### src/design/tlbpt_pkg.sv
package tlbpt_pkg;

	localparam int TLB_ENTRIES = 16;
	localparam int PAGE_COUNT  = 256;
	localparam int FRAME_COUNT = 256;

	localparam int ADDR_W     = 16;
	localparam int PAGE_W     = 8;
	localparam int OFFSET_W   = 8;
	localparam int FRAME_W    = 8;
	localparam int NFF_W      = 9;
	localparam int CNT_W      = 16;
	localparam int TLB_IDX_W  = $clog2(TLB_ENTRIES);
	localparam int PT_IDX_W   = $clog2(PAGE_COUNT);

	localparam logic [CNT_W-1:0] COUNT_MAX = {CNT_W{1'b1}};

	typedef logic [PAGE_W-1:0]  page_t;
	typedef logic [FRAME_W-1:0] frame_t;
	typedef logic [CNT_W-1:0]   count_t;

	// TLB lookup result for the page held in stage 1
	typedef struct packed {
		logic   hit;
		frame_t frame;
	} tlb_lookup_t;

	// TLB fill on a miss
	typedef struct packed {
		logic   en;
		page_t  page;
		frame_t frame;
	} tlb_fill_t;

	// page table answer for the page held in stage 1
	typedef struct packed {
		logic   fault;
		frame_t frame;
	} pt_lookup_t;

endpackage

### src/design/tlbpt_req_if.sv
interface tlbpt_req_if;
	logic                           valid;
	logic                           ready;
	logic [tlbpt_pkg::ADDR_W-1:0]   vaddr;

	modport source (output valid, output vaddr, input ready);
	modport sink   (input valid, input vaddr, output ready);
endinterface

### src/design/tlbpt_rsp_if.sv
interface tlbpt_rsp_if;
	logic                           valid;
	logic                           ready;
	logic [tlbpt_pkg::ADDR_W-1:0]   paddr;
	logic [tlbpt_pkg::FRAME_W-1:0]  pfn;
	logic                           tlb_hit;
	logic                           page_fault;
	logic [tlbpt_pkg::CNT_W-1:0]    hit_total;
	logic [tlbpt_pkg::CNT_W-1:0]    fault_total;

	modport source (output valid, output paddr, output pfn,
		output tlb_hit, output page_fault, output hit_total, output fault_total,
		input ready);
	modport sink   (input valid, input paddr, input pfn,
		input tlb_hit, input page_fault, input hit_total, input fault_total,
		output ready);
endinterface

### src/design/tlbpt_tlb.sv
module tlbpt_tlb (
	input  logic                    clk,
	input  logic                    arst_n,
	input  tlbpt_pkg::page_t        lk_page,
	input  tlbpt_pkg::tlb_fill_t    fill,
	output tlbpt_pkg::tlb_lookup_t  lookup
);

	logic [tlbpt_pkg::TLB_ENTRIES-1:0] valid_q;
	tlbpt_pkg::page_t                  page_q  [tlbpt_pkg::TLB_ENTRIES];
	tlbpt_pkg::frame_t                 frame_q [tlbpt_pkg::TLB_ENTRIES];
	logic [tlbpt_pkg::TLB_IDX_W-1:0]   ptr_q;

	// parallel compare; scanning downward leaves the lowest matching entry
	always_comb begin
		lookup.hit   = 1'b0;
		lookup.frame = '0;
		for (int i = tlbpt_pkg::TLB_ENTRIES - 1; i >= 0; i--) begin
			if (valid_q[i] && (page_q[i] == lk_page)) begin
				lookup.hit   = 1'b1;
				lookup.frame = frame_q[i];
			end
		end
	end

	always_ff @(posedge clk or negedge arst_n) begin
		if (!arst_n) begin
			valid_q <= '0;
			ptr_q   <= '0;
		end else if (fill.en) begin
			valid_q[ptr_q] <= 1'b1;
			if (ptr_q == tlbpt_pkg::TLB_IDX_W'(tlbpt_pkg::TLB_ENTRIES - 1)) begin
				ptr_q <= '0;
			end else begin
				ptr_q <= ptr_q + 1'b1;
			end
		end
	end

	always_ff @(posedge clk) begin
		if (fill.en) begin
			page_q[ptr_q]  <= fill.page;
			frame_q[ptr_q] <= fill.frame;
		end
	end

endmodule

### src/design/tlbpt_page_table.sv
module tlbpt_page_table (
	input  logic                    clk,
	input  logic                    arst_n,
	input  logic                    rd_en,
	input  tlbpt_pkg::page_t        rd_page,
	input  tlbpt_pkg::page_t        lk_page,
	input  logic                    commit,
	output tlbpt_pkg::pt_lookup_t   lookup
);

	logic [tlbpt_pkg::PAGE_COUNT-1:0]   mapped_q;
	tlbpt_pkg::frame_t                  mem [tlbpt_pkg::PAGE_COUNT];
	tlbpt_pkg::frame_t                  rd_data_q;
	logic [tlbpt_pkg::NFF_W-1:0]        nff_q;
	logic [tlbpt_pkg::NFF_W-1:0]        alloc;
	logic [tlbpt_pkg::PT_IDX_W-1:0]     lk_idx;
	logic [tlbpt_pkg::PT_IDX_W-1:0]     rd_idx;
	logic                               we;

	assign lk_idx = lk_page[tlbpt_pkg::PT_IDX_W-1:0];
	assign rd_idx = rd_page[tlbpt_pkg::PT_IDX_W-1:0];

	// frames wrap once exhausted; old mappings stay
	assign alloc = (nff_q >= tlbpt_pkg::NFF_W'(tlbpt_pkg::FRAME_COUNT)) ? '0 : nff_q;

	assign lookup.fault = !mapped_q[lk_idx];
	assign lookup.frame = mapped_q[lk_idx] ? rd_data_q : alloc[tlbpt_pkg::FRAME_W-1:0];
	assign we           = commit && lookup.fault;

	always_ff @(posedge clk or negedge arst_n) begin
		if (!arst_n) begin
			mapped_q <= '0;
			nff_q    <= '0;
		end else if (we) begin
			mapped_q[lk_idx] <= 1'b1;
			nff_q            <= alloc + 1'b1;
		end
	end

	// write-first: a read of the page being written this edge sees the new frame
	always_ff @(posedge clk) begin
		if (we) begin
			mem[lk_idx] <= alloc[tlbpt_pkg::FRAME_W-1:0];
		end
		if (rd_en) begin
			if (we && (lk_idx == rd_idx)) begin
				rd_data_q <= alloc[tlbpt_pkg::FRAME_W-1:0];
			end else begin
				rd_data_q <= mem[rd_idx];
			end
		end
	end

endmodule

### src/design/tlb_page_table_translator_top.sv
// channel | dir | fields
// req     | in  | vaddr
// rsp     | out | paddr, pfn, tlb_hit, page_fault, hit_total, fault_total
//
// One request per cycle unless the result stalls: stage 1 holds the address and
// the registered page table read, the TLB compare and the table update run in
// one pass into the result register.
// Reset clears the TLB valid bits, page table mapped bits and all counters.
// A stalled result holds stage 1; req.ready drops only when both are full.
module tlb_page_table_translator_top (
	input  logic            clk,
	input  logic            arst_n,
	tlbpt_req_if.sink       req,
	tlbpt_rsp_if.source     rsp
);

	logic                               valid_s1;
	logic [tlbpt_pkg::ADDR_W-1:0]       addr_s1;
	logic                               advance;
	logic                               accept;
	tlbpt_pkg::page_t                   page;
	logic [tlbpt_pkg::OFFSET_W-1:0]     offset;
	logic                               page_ok;
	tlbpt_pkg::tlb_lookup_t             tlb_lk;
	tlbpt_pkg::tlb_fill_t               tlb_fill;
	tlbpt_pkg::pt_lookup_t              pt_lk;
	logic                               hit;
	logic                               fault;
	logic                               miss;
	tlbpt_pkg::frame_t                  frame;
	tlbpt_pkg::count_t                  hit_cnt_q;
	tlbpt_pkg::count_t                  fault_cnt_q;
	tlbpt_pkg::count_t                  hit_cnt_nxt;
	tlbpt_pkg::count_t                  fault_cnt_nxt;
	logic                               rsp_valid_q;

	assign advance   = valid_s1 && (!rsp_valid_q || rsp.ready);
	assign accept    = req.valid && req.ready;
	assign req.ready = !valid_s1 || advance;

	assign page    = addr_s1[tlbpt_pkg::ADDR_W-1:tlbpt_pkg::OFFSET_W];
	assign offset  = addr_s1[tlbpt_pkg::OFFSET_W-1:0];
	assign page_ok = {1'b0, page} < (tlbpt_pkg::PAGE_W + 1)'(tlbpt_pkg::PAGE_COUNT);

	assign hit   = page_ok && tlb_lk.hit;
	assign miss  = page_ok && !tlb_lk.hit;
	assign fault = miss && pt_lk.fault;
	assign frame = !page_ok ? '0 : (tlb_lk.hit ? tlb_lk.frame : pt_lk.frame);

	assign tlb_fill.en    = advance && miss;
	assign tlb_fill.page  = page;
	assign tlb_fill.frame = frame;

	assign hit_cnt_nxt   = (hit && (hit_cnt_q != tlbpt_pkg::COUNT_MAX)) ?
		hit_cnt_q + 1'b1 : hit_cnt_q;
	assign fault_cnt_nxt = (fault && (fault_cnt_q != tlbpt_pkg::COUNT_MAX)) ?
		fault_cnt_q + 1'b1 : fault_cnt_q;

	tlbpt_tlb u_tlb (
		.clk     (clk),
		.arst_n  (arst_n),
		.lk_page (page),
		.fill    (tlb_fill),
		.lookup  (tlb_lk)
	);

	tlbpt_page_table u_page_table (
		.clk     (clk),
		.arst_n  (arst_n),
		.rd_en   (accept),
		.rd_page (req.vaddr[tlbpt_pkg::ADDR_W-1:tlbpt_pkg::OFFSET_W]),
		.lk_page (page),
		.commit  (advance && miss),
		.lookup  (pt_lk)
	);

	always_ff @(posedge clk or negedge arst_n) begin
		if (!arst_n) begin
			valid_s1    <= 1'b0;
			rsp_valid_q <= 1'b0;
			hit_cnt_q   <= '0;
			fault_cnt_q <= '0;
		end else begin
			if (accept) begin
				valid_s1 <= 1'b1;
			end else if (advance) begin
				valid_s1 <= 1'b0;
			end
			if (advance) begin
				rsp_valid_q <= 1'b1;
				hit_cnt_q   <= hit_cnt_nxt;
				fault_cnt_q <= fault_cnt_nxt;
			end else if (rsp.ready) begin
				rsp_valid_q <= 1'b0;
			end
		end
	end

	always_ff @(posedge clk) begin
		if (accept) begin
			addr_s1 <= req.vaddr;
		end
		if (advance) begin
			rsp.paddr       <= {frame, offset};
			rsp.pfn         <= frame;
			rsp.tlb_hit     <= hit;
			rsp.page_fault  <= fault;
			rsp.hit_total   <= hit_cnt_nxt;
			rsp.fault_total <= fault_cnt_nxt;
		end
	end

	assign rsp.valid = rsp_valid_q;

endmodule
### src/flat_wrapper.sv
// flat-port wrapper written by rule: the top's interface ports become plain ports
module tlb_page_table_translator_top_flat 
  (clk, arst_n, req_valid, req_vaddr, req_ready, rsp_valid, rsp_paddr, rsp_pfn, rsp_tlb_hit, rsp_page_fault, rsp_hit_total, rsp_fault_total, rsp_ready);
  tlbpt_req_if req_i ();
  tlbpt_rsp_if rsp_i ();
  input  logic clk;
  input  logic arst_n;
  input wire logic [$bits(req_i.valid)-1:0] req_valid;
  input wire logic [$bits(req_i.vaddr)-1:0] req_vaddr;
  output wire logic [$bits(req_i.ready)-1:0] req_ready;
  output wire logic [$bits(rsp_i.valid)-1:0] rsp_valid;
  output wire logic [$bits(rsp_i.paddr)-1:0] rsp_paddr;
  output wire logic [$bits(rsp_i.pfn)-1:0] rsp_pfn;
  output wire logic [$bits(rsp_i.tlb_hit)-1:0] rsp_tlb_hit;
  output wire logic [$bits(rsp_i.page_fault)-1:0] rsp_page_fault;
  output wire logic [$bits(rsp_i.hit_total)-1:0] rsp_hit_total;
  output wire logic [$bits(rsp_i.fault_total)-1:0] rsp_fault_total;
  input wire logic [$bits(rsp_i.ready)-1:0] rsp_ready;
  assign req_i.valid = req_valid;
  assign req_i.vaddr = req_vaddr;
  assign req_ready = req_i.ready;
  assign rsp_valid = rsp_i.valid;
  assign rsp_paddr = rsp_i.paddr;
  assign rsp_pfn = rsp_i.pfn;
  assign rsp_tlb_hit = rsp_i.tlb_hit;
  assign rsp_page_fault = rsp_i.page_fault;
  assign rsp_hit_total = rsp_i.hit_total;
  assign rsp_fault_total = rsp_i.fault_total;
  assign rsp_i.ready = rsp_ready;
  tlb_page_table_translator_top u_core (.clk(clk), .arst_n(arst_n), .req(req_i), .rsp(rsp_i));
endmodule
### config.mk
export PLATFORM = sky130hd
export DESIGN_NAME = tlb_page_table_translator_top_flat
export DESIGN_NICKNAME = d
export VERILOG_FILES = /design/src/design/tlbpt_pkg.sv /design/src/design/tlbpt_req_if.sv /design/src/design/tlbpt_rsp_if.sv /design/src/design/tlbpt_tlb.sv /design/src/design/tlbpt_page_table.sv /design/src/design/tlb_page_table_translator_top.sv /design/src/flat_wrapper.sv
export SDC_FILE = /design/constraint.sdc
export NUM_CORES = 2
export LEC_CHECK = 0
export ABC_AREA = 1
export BUFFER_PORTS_ARGS = -buffer_cell sky130_fd_sc_hd__buf_2
export CORE_ASPECT_RATIO = 1.2
export CORE_MARGIN = 2
export CORE_UTILIZATION = 60
export CTS_BUF_LIST = sky130_fd_sc_hd__clkbuf_16
export CTS_CLUSTER_DIAMETER = 150
export DETAILED_ROUTE_END_ITERATION = 7
export GPL_TIMING_DRIVEN = 1
export PLACE_DENSITY_LB_ADDON = 0.25
export REMOVE_ABC_BUFFERS = 1
export SYNTH_ARGS = -nofsm -noshare
export SYNTH_HDL_FRONTEND = slang
export SYNTH_SLANG_ARGS = --single-unit
### constraint.sdc
create_clock -name clk -period 12.1 [get_ports clk]
set_clock_uncertainty 0.2 [all_clocks]
set_input_delay 1.815 -clock clk [delete_from_list [all_inputs] [get_ports clk]]
set_output_delay 1.815 -clock clk [all_outputs]
set_load 0.03 [all_outputs]
==> impl_metrics.csv <==
group,metric,value,unit
pwr,combinationalPowerShare,11.6,%
sta,tightest_slew,1.41,ns
grt,grt_use_total,31.4,%
placed_design,port_buffers,79,
die,start_util,60.3,%
pwr,power,21.1,mW
layout,drive_above_1_share,6.80,%
placed_design,gp_congestion,0.964,
pwr,sw_frac_of_total,26.0,%
grt,overflow,0,
synthesis,synthFlopType,"edfxtp_1",
die,core_area,181000,um2
cts,clock_latency,0.91,ns
route,met1_length,108,mm
synthesis,synth_area_leader_cell,"edfxtp_1",
grt,antenna_found_initial,13,
pwr,powerDensity,177,nW/um2
synthesis,synth_warnings,0,
route,drc,0,
die,ios,80,
sta,slew_headroom,5.96,%
setup_path,start_kind,"flip-flop",
pwr,clkPwrFrac,35.5,%
setup_path,endpoint_kind,"flip-flop",
sta,period_share,57.9,%
cts,max-clock-path-buffers,3,
cts,cts.sinks,2697,
route,wirelength,294,mm
grt,grt_max_degree,245,
cts,cts_tree,"yes",
route,wl_met3,32.5,mm
synthesis,synth_edf_count,2378,
route,vias,73900,
layout,fin_nets,8835,
route,antenna_left,0,
setup_path,max_stage_delay,0.80,ns
route,wire_per_inst,25.7,um
layout,stdcell_area,119000,um2
sta,setup_violations,0,
cts,cts_setup_buffers,0,
job,maxCapViolations,0,
min_path,min_path_type,"reg -> reg",
sta,rsz0062_at_grt,"false",
layout,area_growth,9.01,%
setup_path,critPathMaxFanout,49,
synthesis,synth_top_cell_area_share,65.5,%
layout,final_cell_mix,"2378 x edfxtp_1, 1757 x nor2_1, 1447 x o21ai_0",
synthesis,synth.area.top_cells,"edfxtp_1 65%, dfrtp_1 7.3%, o21ai_0 6.6%",
synthesis,syn_inst,9014,
route,drtIter0Drc,10300,
setup_path,path_class,"reg -> reg",
cts,cts.repair.resized,0,
synthesis,seq_area_frac_synth,72.8,%
synthesis,avgSynthCellArea,12.1,um2
cts,root_buffer,"clkbuf_16",
synthesis,ys_seq_elements,2697,
sta,drv_slew,0,
grt,first_global_vias,71300,
pwr,seqPwrFrac,52.9,%
die,die_area,185000,um2
pwr,irDropWorstVdd,258,uV
setup_path,cpMostUsedCell,"nor2_1",
synthesis,synth-async-reset-ratio,11.8,%
pwr,p_leak,42.4,nW
die,die_x,393,um
die,fp.dieH,471,um
placed_design,hpwl,165,mm
route,highest_layer,"met5",
sta,period_needed,7.01,ns
status,outcome,"complete, no violations",
synthesis,synthDistinctLibCells,50,
sta,finalHoldViolations,0,
sta,fmax,143,MHz
setup_path,cpMaxStageDelayCell,"nor2_1",
route,firstDrtPassIters,7,
cts,cts_buffers,240,
cts,holdBufCountCts,0,
synthesis,synthesis.area,109000,um2
sta,holdWs,0.220,ns
setup_path,cp.required,12.42,ns
setup_path,worstPathArrival,7.33,ns
die,fp-row-count,171,
cts,h-tree-depth,4,
cts,clkTransAtPathRegs,0.06,ns
layout,final_common_cell,"edfxtp_1",
grt,grt_pass1_wl,437,mm
pwr,p_switching,5.48,mW
placed_design,dpl_cell_area,111000,um2
route,vias_per_cell,6.45,
pwr,intPower,15.6,mW
setup_path,crit_chain,"buf_4 -> inv_2 -> nand2_2 -> buf_4 -> o22ai_1 -> a221oi_1 -> o21ai_1 -> nor2_1 -> nor2_1 -> nor2_1 -> nand2_1 -> nand2_1 -> nand2_1 -> nor2_4 -> nand2_4 -> inv_2 -> nand2_2 -> nor2_1",
route,met2RoutedLength,138,mm
==> cell type report <==
class	instances	area [um2]
inverter	323	1250
multi-input combinational	5355	26000
antenna	5	12.5
clock buffer	242	6060
timing repair buffer	191	1470
clock inverter	215	1700
sequential	2697	79400
tap	2422	3030
fill	12800	61900
==> kinds of logic after synthesis <==
family	synth area share [%]
simple gates	9.94
flops	72.8
compound gates	13.1
buf+inv	3.50
xor+xnor	0.602
fa+ha+maj	0.0803
==> power by group through the flow <==
stage | Combinational, mW | Clock [mW] | Sequential (mW)
2_1_floorplan | 1.21 | 0 | 11.6
3_3_place_gp | 2.35 | 0 | 11.3
3_5_place_dp | 2.40 | 0 | 11.3
4_1_cts | 2.40 | 7.52 | 11.1
5_1_grt | 2.61 | 7.88 | 11.1
6_report | 2.45 | 7.48 | 11.1
==> synth_stat cells, types with 51 or more instances <==
cell and n:
a21oi_1 77, buf_2 62, clkbuf_1 521, dfrtp_1 319, edfxtp_1 2378, inv_1 313, nand2_1 664, nand3_1 156
nor2_1 1772, o21ai_0 1447, o21ai_1 68, o21bai_1 128, o22ai_1 655, xor2_1 51
==> worst paths after layout <==
| path | start | slack, ns | endpoint | cells after the start |
|---|---|---|---|---|
| min in group asynchronous | arst_n | 0.76 | u_core.valid_s1$_DFFE_PN0P_ | 1 |
| max in group asynchronous | arst_n | 9.22 | u_core.u_page_table.mapped_q[41]$_DFFE_PN0P_ | 2 |
| min reg2reg | u_core.addr_s1[2]$_DFFE_PP_ | 0.22 | u_core.rsp.paddr[2]$_DFFE_PP_ | 0 |
| min | u_core.addr_s1[2]$_DFFE_PP_ | 0.22 | u_core.rsp.paddr[2]$_DFFE_PP_ | 0 |
| max | u_core.addr_s1[8]$_DFFE_PP_ | 5.09 | u_core.u_page_table.mem[248][2]$_DFFE_PP_ | 18 |
| max reg2reg | u_core.addr_s1[8]$_DFFE_PP_ | 5.09 | u_core.u_page_table.mem[248][2]$_DFFE_PP_ | 18 |
==> sequential cells by signal, indices dropped and copies added, names as in the netlist, 4 cells and up <==
register	flops
u_core.u_page_table.mem	2048
u_core.u_page_table.mapped_q	256
u_core.u_tlb.frame_q	128
u_core.u_tlb.page_q	128
u_core.addr_s1	16
u_core.fault_cnt_q	16
u_core.hit_cnt_q	16
u_core.rsp.fault_total	16
u_core.rsp.hit_total	16
u_core.u_tlb.valid_q	16
u_core.u_page_table.nff_q	9
u_core.rsp.paddr	8
u_core.rsp.pfn	8
u_core.u_page_table.rd_data_q	8
u_core.u_tlb.ptr_q	4
==> worst max-delay path: cells and delay by family, from the launching register on <==
kind | cells | cell delay (ns)
flops | 1 | 0.33
simple gates | 11 | 3.50
buf+inv | 4 | 1.88
compound gates | 3 | 0.57
==> layer usage <==
metal,vias up,track usage [%]
li1,32200,-
met2,4701,49.6
met5,-,0
met1,36100,41.6
met3,835,6.92
met4,12,15.3
==> metrics by stage <==
stage	setup WS, ns	TNS [ns]	utilization (%)	std cells
detailed placement	5.34	0	61.5	11000
finish	5.09	0	65.8	11500
CTS	5.29	0	65.8	11400
global placement	5.50	0	61.5	11000
floorplan	-4.51	-35.97	-	8375
global route	4.80	0	65.8	11400
Power figures use the tool's default switching activity.
